--- config.mk ---
export PLATFORM = sky130hd
export DESIGN_NAME = cssim_queue
export DESIGN_NICKNAME = d
export VERILOG_FILES = /design/src/hdl/cssim_pkg.sv /design/src/hdl/cssim_queue.sv
export SDC_FILE = /design/constraint.sdc
export NUM_CORES = 1
export LEC_CHECK = 0
export BUFFER_PORTS_ARGS = -buffer_cell sky130_fd_sc_hd__clkbuf_2
export CAP_MARGIN = 30
export CORE_ASPECT_RATIO = 1.75
export CORE_MARGIN = 2
export CORE_UTILIZATION = 50
export DETAILED_ROUTE_END_ITERATION = 10
export PLACE_DENSITY = 0.84
export SYNTH_ARGS = -nofsm -noshare
export SYNTH_HDL_FRONTEND = slang
export SYNTH_SLANG_ARGS = --single-unit
--- constraint.sdc ---
create_clock -name clock -period 2.4 [get_ports clock]
set_input_delay 0.36 -clock clock [delete_from_list [all_inputs] [get_ports clock]]
set_output_delay 0.36 -clock clock [all_outputs]
set_load 0.005 [all_outputs]
--- src/hdl/cssim_pkg.sv ---
// Shared types, constants and helpers of the cell SSIM engine.
package cssim_pkg;

   localparam int MAX_CELL_DIM = 16;
   localparam int STORE_DEPTH  = MAX_CELL_DIM * MAX_CELL_DIM;
   localparam int ADDR_W       = $clog2(STORE_DEPTH);
   localparam int COUNT_W      = $clog2(STORE_DEPTH + 1);
   localparam int DIM_W        = 5;
   localparam int SUM_W        = 16;
   localparam int DIVD_W       = 25;

   localparam logic [DIM_W-1:0] DIM_MAX = DIM_W'(MAX_CELL_DIM);
   localparam logic [DIM_W-1:0] DIM_MIN = DIM_W'(1);

   localparam logic [1:0] REG_CELL_WIDTH  = 2'd0;
   localparam logic [1:0] REG_CELL_HEIGHT = 2'd1;

   localparam logic [14:0] SCALE2    = 15'd20000;
   localparam logic [13:0] SCALE     = 14'd10000;
   localparam logic [16:0] C1_SCALED = 17'd65025;
   localparam logic [19:0] C2_SCALED = 20'd585225;
   localparam logic [16:0] Q16_ONE   = 17'd65536;

   typedef struct packed {
      logic [SUM_W-1:0]   sum_a;
      logic [SUM_W-1:0]   sum_b;
      logic [COUNT_W-1:0] n;
   } job_type;

   typedef struct packed {
      logic              en;
      logic [ADDR_W-1:0] addr;
   } rd_req_type;

   typedef enum logic [3:0] {
      ST_IDLE, ST_MA, ST_MB, ST_PASS, ST_VA, ST_VB, ST_COV,
      ST_MUL1, ST_MUL2, ST_MUL3, ST_QINIT, ST_QSTEP, ST_OUT
   } back_state_type;

   // floor(s/3) for s up to 765 by reciprocal multiply
   function automatic logic [7:0] gray_of(input logic [7:0] r, input logic [7:0] g,
                                          input logic [7:0] b);
      logic [9:0]  s;
      logic [19:0] p;
      s = {2'b00, r} + {2'b00, g} + {2'b00, b};
      p = s * 10'd683;
      return p[18:11];
   endfunction

   function automatic logic [DIM_W-1:0] clamp_dim(input logic [DIM_W-1:0] d);
      if (d < DIM_MIN) return DIM_MIN;
      if (d > DIM_MAX) return DIM_MAX;
      return d;
   endfunction

endpackage

--- src/hdl/cssim_queue.sv ---
// Two-entry job queue between front and back.
module cssim_queue
   import cssim_pkg::*;
(
   input  logic    clock,
   input  logic    reset,
   input  logic    push,
   input  job_type push_data,
   output logic    full,
   input  logic    pop,
   output logic    empty,
   output job_type head
);
   job_type    slot_ff [2];
   logic       wptr_ff;
   logic       rptr_ff;
   logic [1:0] fill_ff;

   assign full  = fill_ff == 2'd2;
   assign empty = fill_ff == 2'd0;
   assign head  = slot_ff[rptr_ff];

   always_ff @(posedge clock) begin
      if (reset) begin
         wptr_ff <= 1'b0;
         rptr_ff <= 1'b0;
         fill_ff <= 2'd0;
      end else begin
         if (push && !full) wptr_ff <= ~wptr_ff;
         if (pop && !empty) rptr_ff <= ~rptr_ff;
         fill_ff <= fill_ff + 2'((push && !full) ? 1 : 0) - 2'((pop && !empty) ? 1 : 0);
      end
   end

   always_ff @(posedge clock) begin
      if (push && !full) slot_ff[wptr_ff] <= push_data;
   end
endmodule

Word level (Yosys, flattened, before mapping):

Memories as Yosys holds them, arrays and structs flattened. A register that Yosys moved wholly into a read port is not among the register bits.
Cells that the tools add are included.

* shifts and indexed selects: 0
* reductions and logical operators: 5
* eq/ne operators: 1
* div/mod/pow operators: 0
* multiplexer cells: 6
* multipliers: 0
* add/subtract/negate cells: 2
* order comparisons: 0
* bitwise operators: 2

Operators by type and width (number)
* two-way mux 1 bit: 6
* adder 2 x 1 -> 2 bit: 1
* == test 2 bit, second input constant: 1
* logical AND 1 bit: 2
* logical NOT 1 bit: 2
* logical NOT 2 bit: 1
* inverter 1 bit: 2
* subtractor 2 x 1 -> 2 bit: 1

* output and inout bits: 43
* RAM bits: 82
* bits in latches: 0
* register bits: 4
* input bits: 45
* bits in read-only memories: 0
* memories kept: 1

Memories
* slot_ff: depth 2, width 41, rd ports 1, clocked after memory_dff 1, wr ports 1, RTL line cssim_queue.sv:14 `job_type slot_ff [2];`

Depth between registers and ports, before layout:

* word-level depth: 6
* depth in mapped cells: 8
* mapped depth without buffers: 8

Worst setup path before layout:

OpenSTA, ideal clock, no wires.

* path kind: flip-flop to flip-flop
* start point: reg fill_ff[0]
* end point: mem slot_ff[0][0] (netlist bit) (enable)
* library setup time: 0.395 ns
* period minus slack after synthesis: 2.059 ns
* slack: 0.341 ns
* required time: 2.005 ns
* data arrival time: 1.663 ns
* stages on the path, launching flop included: 5
* cell sequence: dfxtp_1 > nand2b_2 > inv_2 > or3_1 > inv_1

* longest elaborated chain between the ends: 5

RTL lines
* start: declaration: RTL line cssim_queue.sv:17 `logic [1:0] fill_ff;`
* start signal: assignment: RTL line cssim_queue.sv:31 `fill_ff <= fill_ff + 2'((push && !full) ? 1 : 0) - 2'((pop && !empty) ? 1 : 0);`
* == test 2 bit: RTL line cssim_queue.sv:19 `assign full = fill_ff == 2'd2;`
* via full: RTL line cssim_queue.sv:9 `output logic full,`
* logical NOT 1 bit: RTL line cssim_queue.sv:36 `if (push && !full) slot_ff[wptr_ff] <= push_data;`
* logical AND 1 bit: RTL line cssim_queue.sv:36
* two-way mux 1 bit: RTL line cssim_queue.sv:36
* two-way mux 1 bit (not written as such): RTL line cssim_queue.sv:36
* end: declaration: RTL line cssim_queue.sv:14

The timed path passes the listed nets, and every way through them passes these cells.

==> metrics.md <==
| Metric | Value |
|---|---|
| Status | `finished, final reports clean` |
| # Max-Cap Violations | `0` |
| Total grt overflow | `0` |
| FP Rows | `38` |
| Initial antenna violation count | `0` |
| Final hold vios | `0` |
| Clock power share | `22.5%` |
| Crit path DAT | `1.78 ns` |
| Power Density | `994 nW/um^2` |
| Critical path class | `flip-flop to primary output` |
| Clock latency on the worst-skew pair | `0.34 ns` |
| Worst Tran Pin Value | `0.515 ns` |
| Dominant cell type by area after synthesis | `edfxtp_1` |
| Cell Area, Synth | `3180 sq um` |
| Share of cells above drive strength 1 | `a little under three fifths` |
| Comb power frac | `24.8%` |
| Drc violations | `0` |
| Post-CTS Resized | `0` |
| Via Count | `1631` |
| Yosys warning total | `0` |
| CTS max path bufs | `2` |
| Syn-to-layout area delta | `23.2%` |
| Mean Syn Cell Area | `20.5 sq um` |
| Hold_buf cts | `0` |
| Die Y-Extent | `110 um` |
| Leakage power | `1.51 nW` |
| Post-Syn Nets | `202` |
| F_max | `467 MHz` |
| Cell count after synthesis | `155` |
| Library cells used by synthesis | `21` |
| CP max FO | `22` |
| Detail Route Antenna Nets | `0` |
| Commonest non-fill, non-tap cell in the layout | `clkbuf_2` |
| Port bufs | `87` |
| Top cell type's share of synthesized area | `77.4%` |
| Clock sink count | `87` |
| Final Critical Period | `2.14 ns` |
| Net Sw Frac | `between 20% and 30%` |
| WL per Instance | `~16 um` |
| Nets | `299` |
| Crit start category | `flip-flop` |
| Seq cells post-synth | `87` |
| Skew final | `0.00933 ns` |
| P_sw | `0.999 mW` |
| Final WL | `roughly 5300 um` |
| I/O pins | `88` |
| RSZ-0062 raised after global routing | `false` |
| Max Slew Vio Count | `0` |
| Full die area | `7050 sq um` |
| Reg clk slew, reported paths | `about 0.080 ns` |
| CTS Root Cell | `clkbuf_8` |
| CTS Buf Count | `9` |
| Startpoint of the worst hold path | `push_data[23]` |
| Setup TNS | `0 ns` |
| Htree depth | `3` |
| Largest net degree at the start of global routing | `42` |
| Peak supply drop | `0.000621 V` |
| Final count of negative-setup-slack endpoints | `0` |
| Vias per cell | `4.84` |
| Headroom to the max-slew limit | `65.6%` |
| Vias in the first global route | `1699` |
| Core area | `just over 6000 sq um` |
| WP data required | `~2.0 ns` |
| Commonest cells after routing, fill and taps aside | `clkbuf_2, edfxtp_1, mux2_2` |
| TritonCTS clock tree | `yes` |
| Post-DP HPWL | `3710 um` |
| Starting Density | `about half` |
| Worst min path class | `input port to flip-flop` |
| Die X | `between 60 and 70 um` |
| Routability cong. | `approximately 0.77` |
| First-pass GRT wire length | `roughly 8000 um` |
| Final Core Density | `63.4%` |
| Post-CTS Setup Inserts | `0` |
| Iteration-0 DRC Markers | `68` |
| Tcrit/Tclk final | `89.2%` |
| Reg2reg start | `fill_ff[0]$_SDFF_PP0_` |
| First-pass DRT Iterations | `4` |
| Register area share after synthesis | `80.5%` |
| Ranking of synthesized cells by area | `edfxtp_1, mux2_2, dfxtp_1, mux2_1, buf_2` |
| GRT Overall Usage | `between 15 and 20%` |
| Fill count | `465` |
| Sequential cell fraction of total power | `52.7%` |
| Setup crit end kind | `primary output` |
| P_int | `2.90 mW` |
| Diode count | `0` |
==> per-stage QoR <==
step                instances  setup WS (ns)  total power [mW]  instance area (sq um)  hold WS [ns]
finish                    337          0.260              3.90                   3920         0.201
global route              337          0.144              4.11                   3920         0.181
CTS                       337          0.205              3.96                   3920         0.177
detailed placement        321          0.595              3.08                   3750         0.496
global placement          321          0.639              3.04                   3750         0.469
floorplan                 155          0.341              2.63                   3180         0.429
==> critical path: stages (launching register included) <==
cell and delay (ns):
dfxtp_2 0.66, buf_4 0.30, mux2_2 0.36, clkbuf_2 0.12
==> flip-flops by register name, indices dropped and copies added (netlist names), named ones only <==
name and cells:
fill_ff 2, rptr_ff 1, slot_ff 82, wptr_ff 1
==> synthesized netlist by cell type (all sizes together) <==
cell type / n
edfxtp: 82
nor3: 1
and3: 1
a21oi: 1
o21ai: 1
nand2b: 1
buf: 5
inv: 4
or3: 1
mux2: 41
nand2: 1
o21a: 1
nor2b: 1
xnor2: 1
ha: 2
xor2: 1
and2: 1
dfxtp: 5
nor2: 4
==> path summary, 6_finish.rpt <==
check	end	slack [ns]	depth (start not counted)
max	head[11]	0.26	3
min reg2reg	wptr_ff$_SDFFE_PP0P_	0.51	2
min	slot_ff[1][23]$_DFFE_PP_	0.20	1
max reg2reg	slot_ff[1][33]$_DFFE_PP_	0.78	3
==> kinds of logic (layout without fill, tap and decap cells) <==
kind of cell	Yosys count	in the layout	share of synthesized area, %
AO/OA/AOI/OAI	3	3	0.550
XOR/XNOR	2	2	0.550
adder cells (fa/ha/maj)	2	2	0.786
buffers and inverters	9	111	1.26
flip-flops	87	87	80.5
multiplexers	41	41	14.5
AND/OR/NAND/NOR	11	11	1.85
==> metal layers <==
metal	track usage, %	wire length, um
met1	16.2	1910
met2	27.8	3000
met3	5.02	275
met4	10.8	142
met5	0	0
==> cell type report <==
| type | instances | area [sq um] | area share [%] |
|---|---|---|---|
| well taps | 80 | 100 | 2.55 |
| clock inverters | 1 | 3.75 | 0.0958 |
| inverters | 4 | 15.0 | 0.383 |
| repair buffers | 91 | 490 | 12.5 |
| flip-flops and latches | 87 | 2560 | 65.4 |
| clock buffers | 15 | 166 | 4.25 |
| multi-input cells | 59 | 581 | 14.8 |
==> power groups by stage <==
stage | sequential [mW] | combinational, mW | clock, mW
after detailed placement | 2.09 | 0.991 | 0
after global routing | 2.08 | 1.07 | 0.960
after global placement | 2.08 | 0.963 | 0
after CTS | 2.06 | 0.994 | 0.907
final | 2.05 | 0.966 | 0.879
after floorplan | 2.01 | 0.613 | 0
Note: power is estimated with default switching activity, not from simulation.
