[src/hdl/cssim_pkg.sv]
// Shared types, constants and helpers of the cell SSIM engine.
package cssim_pkg;

   localparam int MAX_CELL_DIM = 16;
   localparam int STORE_DEPTH  = MAX_CELL_DIM * MAX_CELL_DIM;
   localparam int ADDR_W       = $clog2(STORE_DEPTH);
   localparam int COUNT_W      = $clog2(STORE_DEPTH + 1);
   localparam int DIM_W        = 5;
   localparam int SUM_W        = 16;
   localparam int DIVD_W       = 25;

   localparam logic [DIM_W-1:0] DIM_MAX = DIM_W'(MAX_CELL_DIM);
   localparam logic [DIM_W-1:0] DIM_MIN = DIM_W'(1);

   localparam logic [1:0] REG_CELL_WIDTH  = 2'd0;
   localparam logic [1:0] REG_CELL_HEIGHT = 2'd1;

   localparam logic [14:0] SCALE2    = 15'd20000;
   localparam logic [13:0] SCALE     = 14'd10000;
   localparam logic [16:0] C1_SCALED = 17'd65025;
   localparam logic [19:0] C2_SCALED = 20'd585225;
   localparam logic [16:0] Q16_ONE   = 17'd65536;

   typedef struct packed {
      logic [SUM_W-1:0]   sum_a;
      logic [SUM_W-1:0]   sum_b;
      logic [COUNT_W-1:0] n;
   } job_type;

   typedef struct packed {
      logic              en;
      logic [ADDR_W-1:0] addr;
   } rd_req_type;

   typedef enum logic [3:0] {
      ST_IDLE, ST_MA, ST_MB, ST_PASS, ST_VA, ST_VB, ST_COV,
      ST_MUL1, ST_MUL2, ST_MUL3, ST_QINIT, ST_QSTEP, ST_OUT
   } back_state_type;

   // floor(s/3) for s up to 765 by reciprocal multiply
   function automatic logic [7:0] gray_of(input logic [7:0] r, input logic [7:0] g,
                                          input logic [7:0] b);
      logic [9:0]  s;
      logic [19:0] p;
      s = {2'b00, r} + {2'b00, g} + {2'b00, b};
      p = s * 10'd683;
      return p[18:11];
   endfunction

   function automatic logic [DIM_W-1:0] clamp_dim(input logic [DIM_W-1:0] d);
      if (d < DIM_MIN) return DIM_MIN;
      if (d > DIM_MAX) return DIM_MAX;
      return d;
   endfunction

endpackage

[src/hdl/cssim_if.sv]
// Channel interfaces: pixel pair requests and SSIM responses.
interface cssim_req_if;
   logic       valid;
   logic       ready;
   logic [7:0] red_a;
   logic [7:0] green_a;
   logic [7:0] blue_a;
   logic [7:0] red_b;
   logic [7:0] green_b;
   logic [7:0] blue_b;
   modport source (output valid, red_a, green_a, blue_a, red_b, green_b, blue_b,
                   input ready);
   modport sink   (input valid, red_a, green_a, blue_a, red_b, green_b, blue_b,
                   output ready);
endinterface


[src/hdl/cssim_front.sv]
// Front end: configuration, gray conversion, pixel store and running sums.
module cssim_front
   import cssim_pkg::*;
(
   input  logic            clock,
   input  logic            reset,
   cssim_req_if.sink       req,
   input  logic            csr_write_en,
   input  logic [1:0]      csr_index,
   input  logic [DIM_W-1:0] csr_data,
   output logic            job_push,
   output job_type         job,
   input  logic            job_full,
   input  logic            release_store,
   input  rd_req_type      rd_req,
   output logic [15:0]     rd_data
);
   logic [DIM_W-1:0]   width_ff;
   logic [DIM_W-1:0]   height_ff;
   logic [COUNT_W-1:0] count_ff;
   logic [SUM_W-1:0]   sum_a_ff;
   logic [SUM_W-1:0]   sum_b_ff;
   logic               pending_ff;
   logic [15:0]        mem [STORE_DEPTH];
   logic [15:0]        rd_data_ff;

   logic [COUNT_W-1:0] n;
   logic [7:0]         ga;
   logic [7:0]         gb;
   logic               accept;
   logic               last;
   logic [SUM_W-1:0]   sum_a_in;
   logic [SUM_W-1:0]   sum_b_in;
   logic               cfg_hit;

   assign n        = COUNT_W'(clamp_dim(width_ff)) * COUNT_W'(clamp_dim(height_ff));
   assign ga       = gray_of(req.red_a, req.green_a, req.blue_a);
   assign gb       = gray_of(req.red_b, req.green_b, req.blue_b);
   assign req.ready = !pending_ff && !job_full;
   assign accept   = req.valid && req.ready;
   assign last     = (count_ff + 1'b1) == n;
   assign sum_a_in = sum_a_ff + SUM_W'(ga);
   assign sum_b_in = sum_b_ff + SUM_W'(gb);
   assign cfg_hit  = csr_write_en &&
                     (csr_index == REG_CELL_WIDTH || csr_index == REG_CELL_HEIGHT);

   assign job_push  = accept && last;
   assign job.sum_a = sum_a_in;
   assign job.sum_b = sum_b_in;
   assign job.n     = n;

   always_ff @(posedge clock) begin
      if (reset) begin
         width_ff   <= DIM_W'(8);
         height_ff  <= DIM_W'(8);
         count_ff   <= '0;
         sum_a_ff   <= '0;
         sum_b_ff   <= '0;
         pending_ff <= 1'b0;
      end else begin
         if (csr_write_en && csr_index == REG_CELL_WIDTH)  width_ff  <= csr_data;
         if (csr_write_en && csr_index == REG_CELL_HEIGHT) height_ff <= csr_data;
         if (cfg_hit) begin
            count_ff <= '0;
            sum_a_ff <= '0;
            sum_b_ff <= '0;
         end else if (accept) begin
            if (last) begin
               count_ff <= '0;
               sum_a_ff <= '0;
               sum_b_ff <= '0;
            end else begin
               count_ff <= count_ff + 1'b1;
               sum_a_ff <= sum_a_in;
               sum_b_ff <= sum_b_in;
            end
         end
         // hold the store until the back end has swept it
         if (job_push)           pending_ff <= 1'b1;
         else if (release_store) pending_ff <= 1'b0;
      end
   end

   always_ff @(posedge clock) begin
      if (accept) mem[count_ff[ADDR_W-1:0]] <= {ga, gb};
      if (rd_req.en) rd_data_ff <= mem[rd_req.addr];
   end

   assign rd_data = rd_data_ff;
endmodule

[src/flat_wrapper.sv]
// flat-port wrapper written by rule: the top's interface ports become plain ports
module cssim_front_flat import cssim_pkg::*;
  (clock, reset, csr_write_en, csr_index, csr_data, job_push, job, job_full, release_store, rd_req, rd_data, req_valid, req_red_a, req_green_a, req_blue_a, req_red_b, req_green_b, req_blue_b, req_ready);
  cssim_req_if req_i ();
  input  logic clock;
  input  logic reset;
  input  logic csr_write_en;
  input  logic [1:0] csr_index;
  input  logic [DIM_W-1:0] csr_data;
  output logic job_push;
  output job_type job;
  input  logic job_full;
  input  logic release_store;
  input  rd_req_type rd_req;
  output logic [15:0] rd_data;
  input wire logic [$bits(req_i.valid)-1:0] req_valid;
  input wire logic [$bits(req_i.red_a)-1:0] req_red_a;
  input wire logic [$bits(req_i.green_a)-1:0] req_green_a;
  input wire logic [$bits(req_i.blue_a)-1:0] req_blue_a;
  input wire logic [$bits(req_i.red_b)-1:0] req_red_b;
  input wire logic [$bits(req_i.green_b)-1:0] req_green_b;
  input wire logic [$bits(req_i.blue_b)-1:0] req_blue_b;
  output wire logic [$bits(req_i.ready)-1:0] req_ready;
  assign req_i.valid = req_valid;
  assign req_i.red_a = req_red_a;
  assign req_i.green_a = req_green_a;
  assign req_i.blue_a = req_blue_a;
  assign req_i.red_b = req_red_b;
  assign req_i.green_b = req_green_b;
  assign req_i.blue_b = req_blue_b;
  assign req_ready = req_i.ready;
  cssim_front u_core (.clock(clock), .reset(reset), .req(req_i), .csr_write_en(csr_write_en), .csr_index(csr_index), .csr_data(csr_data), .job_push(job_push), .job(job), .job_full(job_full), .release_store(release_store), .rd_req(rd_req), .rd_data(rd_data));
endmodule
[config.mk]
export PLATFORM = sky130hd
export DESIGN_NAME = cssim_front_flat
export DESIGN_NICKNAME = d
export VERILOG_FILES = /design/src/hdl/cssim_pkg.sv /design/src/hdl/cssim_if.sv /design/src/hdl/cssim_front.sv /design/src/flat_wrapper.sv
export SDC_FILE = /design/constraint.sdc
export NUM_CORES = 2
export LEC_CHECK = 0
export ABC_AREA = 1
export BUFFER_PORTS_ARGS = -buffer_cell sky130_fd_sc_hd__buf_4
export CORE_ASPECT_RATIO = 1.1
export CORE_UTILIZATION = 45
export DETAILED_ROUTE_END_ITERATION = 12
export PLACE_DENSITY_LB_ADDON = 0.08
export SETUP_SLACK_MARGIN = 0.5
export SKIP_LAST_GASP = 1
export SYNTH_ARGS = -nofsm -noshare
export SYNTH_HDL_FRONTEND = slang
export SYNTH_SLANG_ARGS = --single-unit
[constraint.sdc]
create_clock -name clock -period 28.7 [get_ports clock]
set_clock_uncertainty 0.15 [all_clocks]
set_input_delay 4.305 -clock clock [delete_from_list [all_inputs] [get_ports clock]]
set_output_delay 4.305 -clock clock [all_outputs]
set_load 0.05 [all_outputs]
Word level (Yosys, flattened, before mapping)

Memories as Yosys holds them, arrays and structs flattened. A register that Yosys moved wholly into a read port is not among the register bits.
Cells that the tools add are included.

Bits in writable memories: 4096
Word-level logic and storage cells: 56
Output and inout port bits: 59
Register bits: 52
Memories: 1

Eq/ne operators: 2
$lt $le $gt $ge: 4
Mux-type cells: 21
Reductions and logical operators: 12
$mul: 3
Add/sub/neg operators: 7

Memory list:

| memory     | words | width | read ports | clocked after memory_dff | wr ports | line              | RTL |
|---|---|---|---|---|---|---|---|
| u_core.mem | 256   | 16    | 1          | 1                        | 1        | cssim_front.sv:24 | `logic [15:0] mem [STORE_DEPTH];` |

Operators by type and width:

| cell                     | count |
|---|---|
| $mux W5                  | 8 |
| $mul A10 B10 Y19 const B | 2 |
| $add A16 B8 Y16          | 2 |
| $mux W16                 | 2 |
| $add A10 B8 Y10          | 2 |
| $add A8 B8 Y9            | 2 |
| $gt A5 B5 Y1 const B     | 2 |
| $lt A5 B1 Y1 const B     | 2 |
| $mux W1                  | 10 |
| $add A9 B1 Y9 const B    | 1 |
| $eq A9 B9 Y1             | 1 |
| $mul A5 B5 Y9            | 1 |
| $mux W9                  | 1 |
| $logic_and A1 B1 Y1      | 6 |
| $eq A2 B1 Y1 const B     | 1 |
| $logic_not A1 Y1         | 2 |
| $logic_not A2 Y1         | 1 |
| $reduce_bool A2 Y1       | 1 |
| $reduce_or A2 Y1         | 1 |
| $logic_or A1 B1 Y1       | 1 |

Depth between registers and ports, before layout

Depth after elaboration: 9
Gate-level depth with buffers: 48
Gate-level depth less buffers: 47

Worst setup path after synthesis

Ideal clock, no wire load.

Kind: input-to-output
Start point: input port req_green_a[0]
End point: output port job[37] (netlist name)
Arrival time: 18548 ps
Stages on the path: 41
Path slack: 5697 ps
Cells stage by stage: ha_1 inv_1 fa_1 o21ai_0 nand2_1 nand2_1 xor2_1 ha_1 inv_1 o21ai_0 nor2_1 nand3_1 nand2_1 inv_1 ha_1 ha_1 inv_1 fa_1 (+5 left out) ha_1 nand2_1 nor2_1 nand3_1 nand3b_1 nand2_1 nand2_1 nand2_1 nand2_1 xor2_1 ha_1 inv_1 o21bai_1 nand2_1 nand3_1 nand2_1 nor2_1 xor2_1

RTL lines:

| what               | line               | RTL |
|---|---|---|
| start: declaration | flat_wrapper.sv:18 | `input wire logic [$bits(req_i.green_a)-1:0] req_green_a;` |
| end: declaration   | flat_wrapper.sv:11 | `output job_type job;` |

==> impl_metrics.toml <==
[setup_path]
critical_path_required_ps = 24250
cpPeakStageDelay_ps = 880
critPathKind = "primary input to output port"
reg2reg_depth = 23
cp_max_fo = 33
startpoint_type = "primary input"
critPathSlowestCell = "xor2_4"
crit_path_end_kind = "output port"
timing.rr.start = "u_core.width_ff[4]$_SDFFE_PP0P_"
crit_path_end = "job[37]"
cp-startpoint = "req_green_a[0]"
arrival_ps = 13370
r2r_end = "u_core.sum_a_ff[11]$_SDFFE_PP0P_"
rrSetupSlack_ps = 23670

[sta]
slew_violations = 0
fin_tns_setup_ps = 0
setup_ws_ps = 10870
worst_pin_slew_ps = 1380
finalCritPeriodShare_pct = 62.1
hold_slack_ps = 321
rsz0062_at_grt = "false"
finalHoldViolations = 0
fmax_ghz = 0.0561
relSlewSlack_pct = 7.82
period_needed_ps = 17830
setup_viol = 0

[floorplanning]
die_h_um = 657
rows = 240
start_util_pct = 45.2
core_area_um2 = 388000
io_pins = 129
die_area_um2 = 392000
die_w_um = 597

[synthesis]
netlist_area_um2 = 175000
syn_avg_cell_area_um2 = 11.8
synth_fp_nets = 15163
async_flop_share_pct = 0
synth-edff-count = 4112
post-synth-top-area-cell = "edfxtp_1"
synth_cell_types = 43
synthCells = 14854
ys_ff_latch = 4164
synthDominantCellAreaShare_pct = 70.4
ys_seq_area_share_pct = 71.0
ys_warn_count = 0
synth_area_leaders = "edfxtp_1 (70%), nand3_1 (12%), nand2_1 (9.6%)"
synth_flop_cell = "edfxtp_1"

[clock_network]
clock_latency_ps = 990
ctsHoldBuffers = 0
clockBufferDepth = 4
post_cts_resized = 0
cts_tree = "built"
cts_sinks = 4164
h-tree-depth = 5
cts_buffers = 432
clk_pin_slew_ps = 60
cts-root-buf = "clkbuf_16"
post-cts-setup-buffers = 0

[global_routing]
grt_pass1_wl_um = 794000
antenna_found_initial = 24
grt_max_degree = 183
grt.total_usage_pct = 27.5
grt_pass1_vias = 111717
overflow = 0

[flow_run]
drv_cap = 0

[detailed_routing]
detail_route.wirelength_um = 550000
drt_iter0_drc = 13041
vias = 117774
route.detailed.drc = 0
wl_per_cell_um = 26.8
ant_nets = 0
via_per_inst = 5.75
drtPass1Iterations = 6

[finish]
drive_above_1_share_pct = 8.55
stdcell_count = 20486
final_nets = 15212
syn_to_final_growth_pct = 11.2

[place]
place_inst = 19672
gp_congestion = 0.835
hpwlAfterDp_um = 311000
io_buffer_count = 128
pre_cts_ws_ps = 10870

[outcome]
outcome = "complete, no violations"

[worst_hold_path]
hold_depth = 2
hold_path.class = "flip-flop to flip-flop"
per-layer routing:
| metal | track usage (%) | wire length [um] |
|---|---|---|
| met1 | 39.1 | 233000 |
| met2 | 43.0 | 255000 |
| met3 | 4.31 | 42600 |
| met4 | 9.42 | 18600 |
| met5 | 0 | 44 |
stage by stage:
step           area, um^2  utilization (%)
2_1_floorplan      175000                -
3_3_place_gp       181000             46.7
3_5_place_dp       181000             46.7
4_1_cts            195000             50.2
5_1_grt            195000             50.2
6_report           195000             50.2
cells in the final DEF (no fill, tap or decap), drive strengths merged, types with 4 or more instances in the layout:
master,count
o21bai,9
dfxtp,52
a21o,5
clkinv,223
diode,21
xnor2,30
ha,189
nor2,333
clkinvlp,6
o21ai,30
a21oi,120
nand3,4137
fa,50
clkbuf,525
buf,572
inv,231
nand2,4491
bufinv,32
nand3b,8
xor2,56
edfxtp,4112
nor3,17
nand4,20
or2,4
state kept, by name, indices dropped and copies added, names as in the netlist:
name	count
u_core.sum_a_ff	16
u_core.rd_data	16
u_core.count_ff	9
u_core.pending_ff	1
u_core.width_ff	5
u_core.height_ff	5
u_core.mem	4096
u_core.sum_b_ff	16
area by class of cell:
class / instances / area (um^2)
Fill cell: 33943 / 193000
Sequential cell: 4164 / 125000
Multi-Input combinational cell: 9509 / 44900
Clock buffer: 525 / 11300
Tap cell: 5203 / 6510
Timing Repair Buffer: 572 / 4570
Clock inverter: 268 / 2260
Inverter: 224 / 910
Antenna cell: 21 / 52.6
synth_stat cells, types with 52 or more instances:
cell type and n:
clkbuf_1 130, edfxtp_1 4112, inv_1 215, ha_1 189, a21oi_1 110, dfxtp_1 52
buf_6 129, xor2_1 56, buf_1 89, buf_2 511, nand2_1 4487, nor2_1 329
nand3_1 4095, buf_4 96
worst max-delay path: cells and delay by family:
family | cells | cell delay [ps]
adder cells (fa/ha/maj) | 11 | 3920
AND/OR/NAND/NOR | 13 | 1700
XOR/XNOR | 3 | 1350
buffers and inverters | 11 | 1250
AO/OA/AOI/OAI | 3 | 730
worst min path at each step:
stage,start,end
after CTS,u_core.sum_b_ff[4]$_SDFFE_PP0P_,u_core.sum_b_ff[4]$_SDFFE_PP0P_
after floorplan,u_core.pending_ff$_SDFFE_PP0P_,u_core.pending_ff$_SDFFE_PP0P_
after global placement,u_core.pending_ff$_SDFFE_PP0P_,u_core.pending_ff$_SDFFE_PP0P_
after detailed placement,u_core.sum_b_ff[6]$_SDFFE_PP0P_,u_core.sum_b_ff[6]$_SDFFE_PP0P_
final,u_core.sum_b_ff[4]$_SDFFE_PP0P_,u_core.sum_b_ff[4]$_SDFFE_PP0P_
after global routing,u_core.sum_b_ff[4]$_SDFFE_PP0P_,u_core.sum_b_ff[4]$_SDFFE_PP0P_
logic make-up after synthesis:
family,share of synthesized area [%]
simple gates,22.4
flops,71.0
buf+inv,3.66
fa+ha+maj,1.92
compound gates,0.539
xor+xnor,0.430
Power is not shown: default switching activity piles up to over one toggle a cycle in this logic, so the estimate is an artifact.
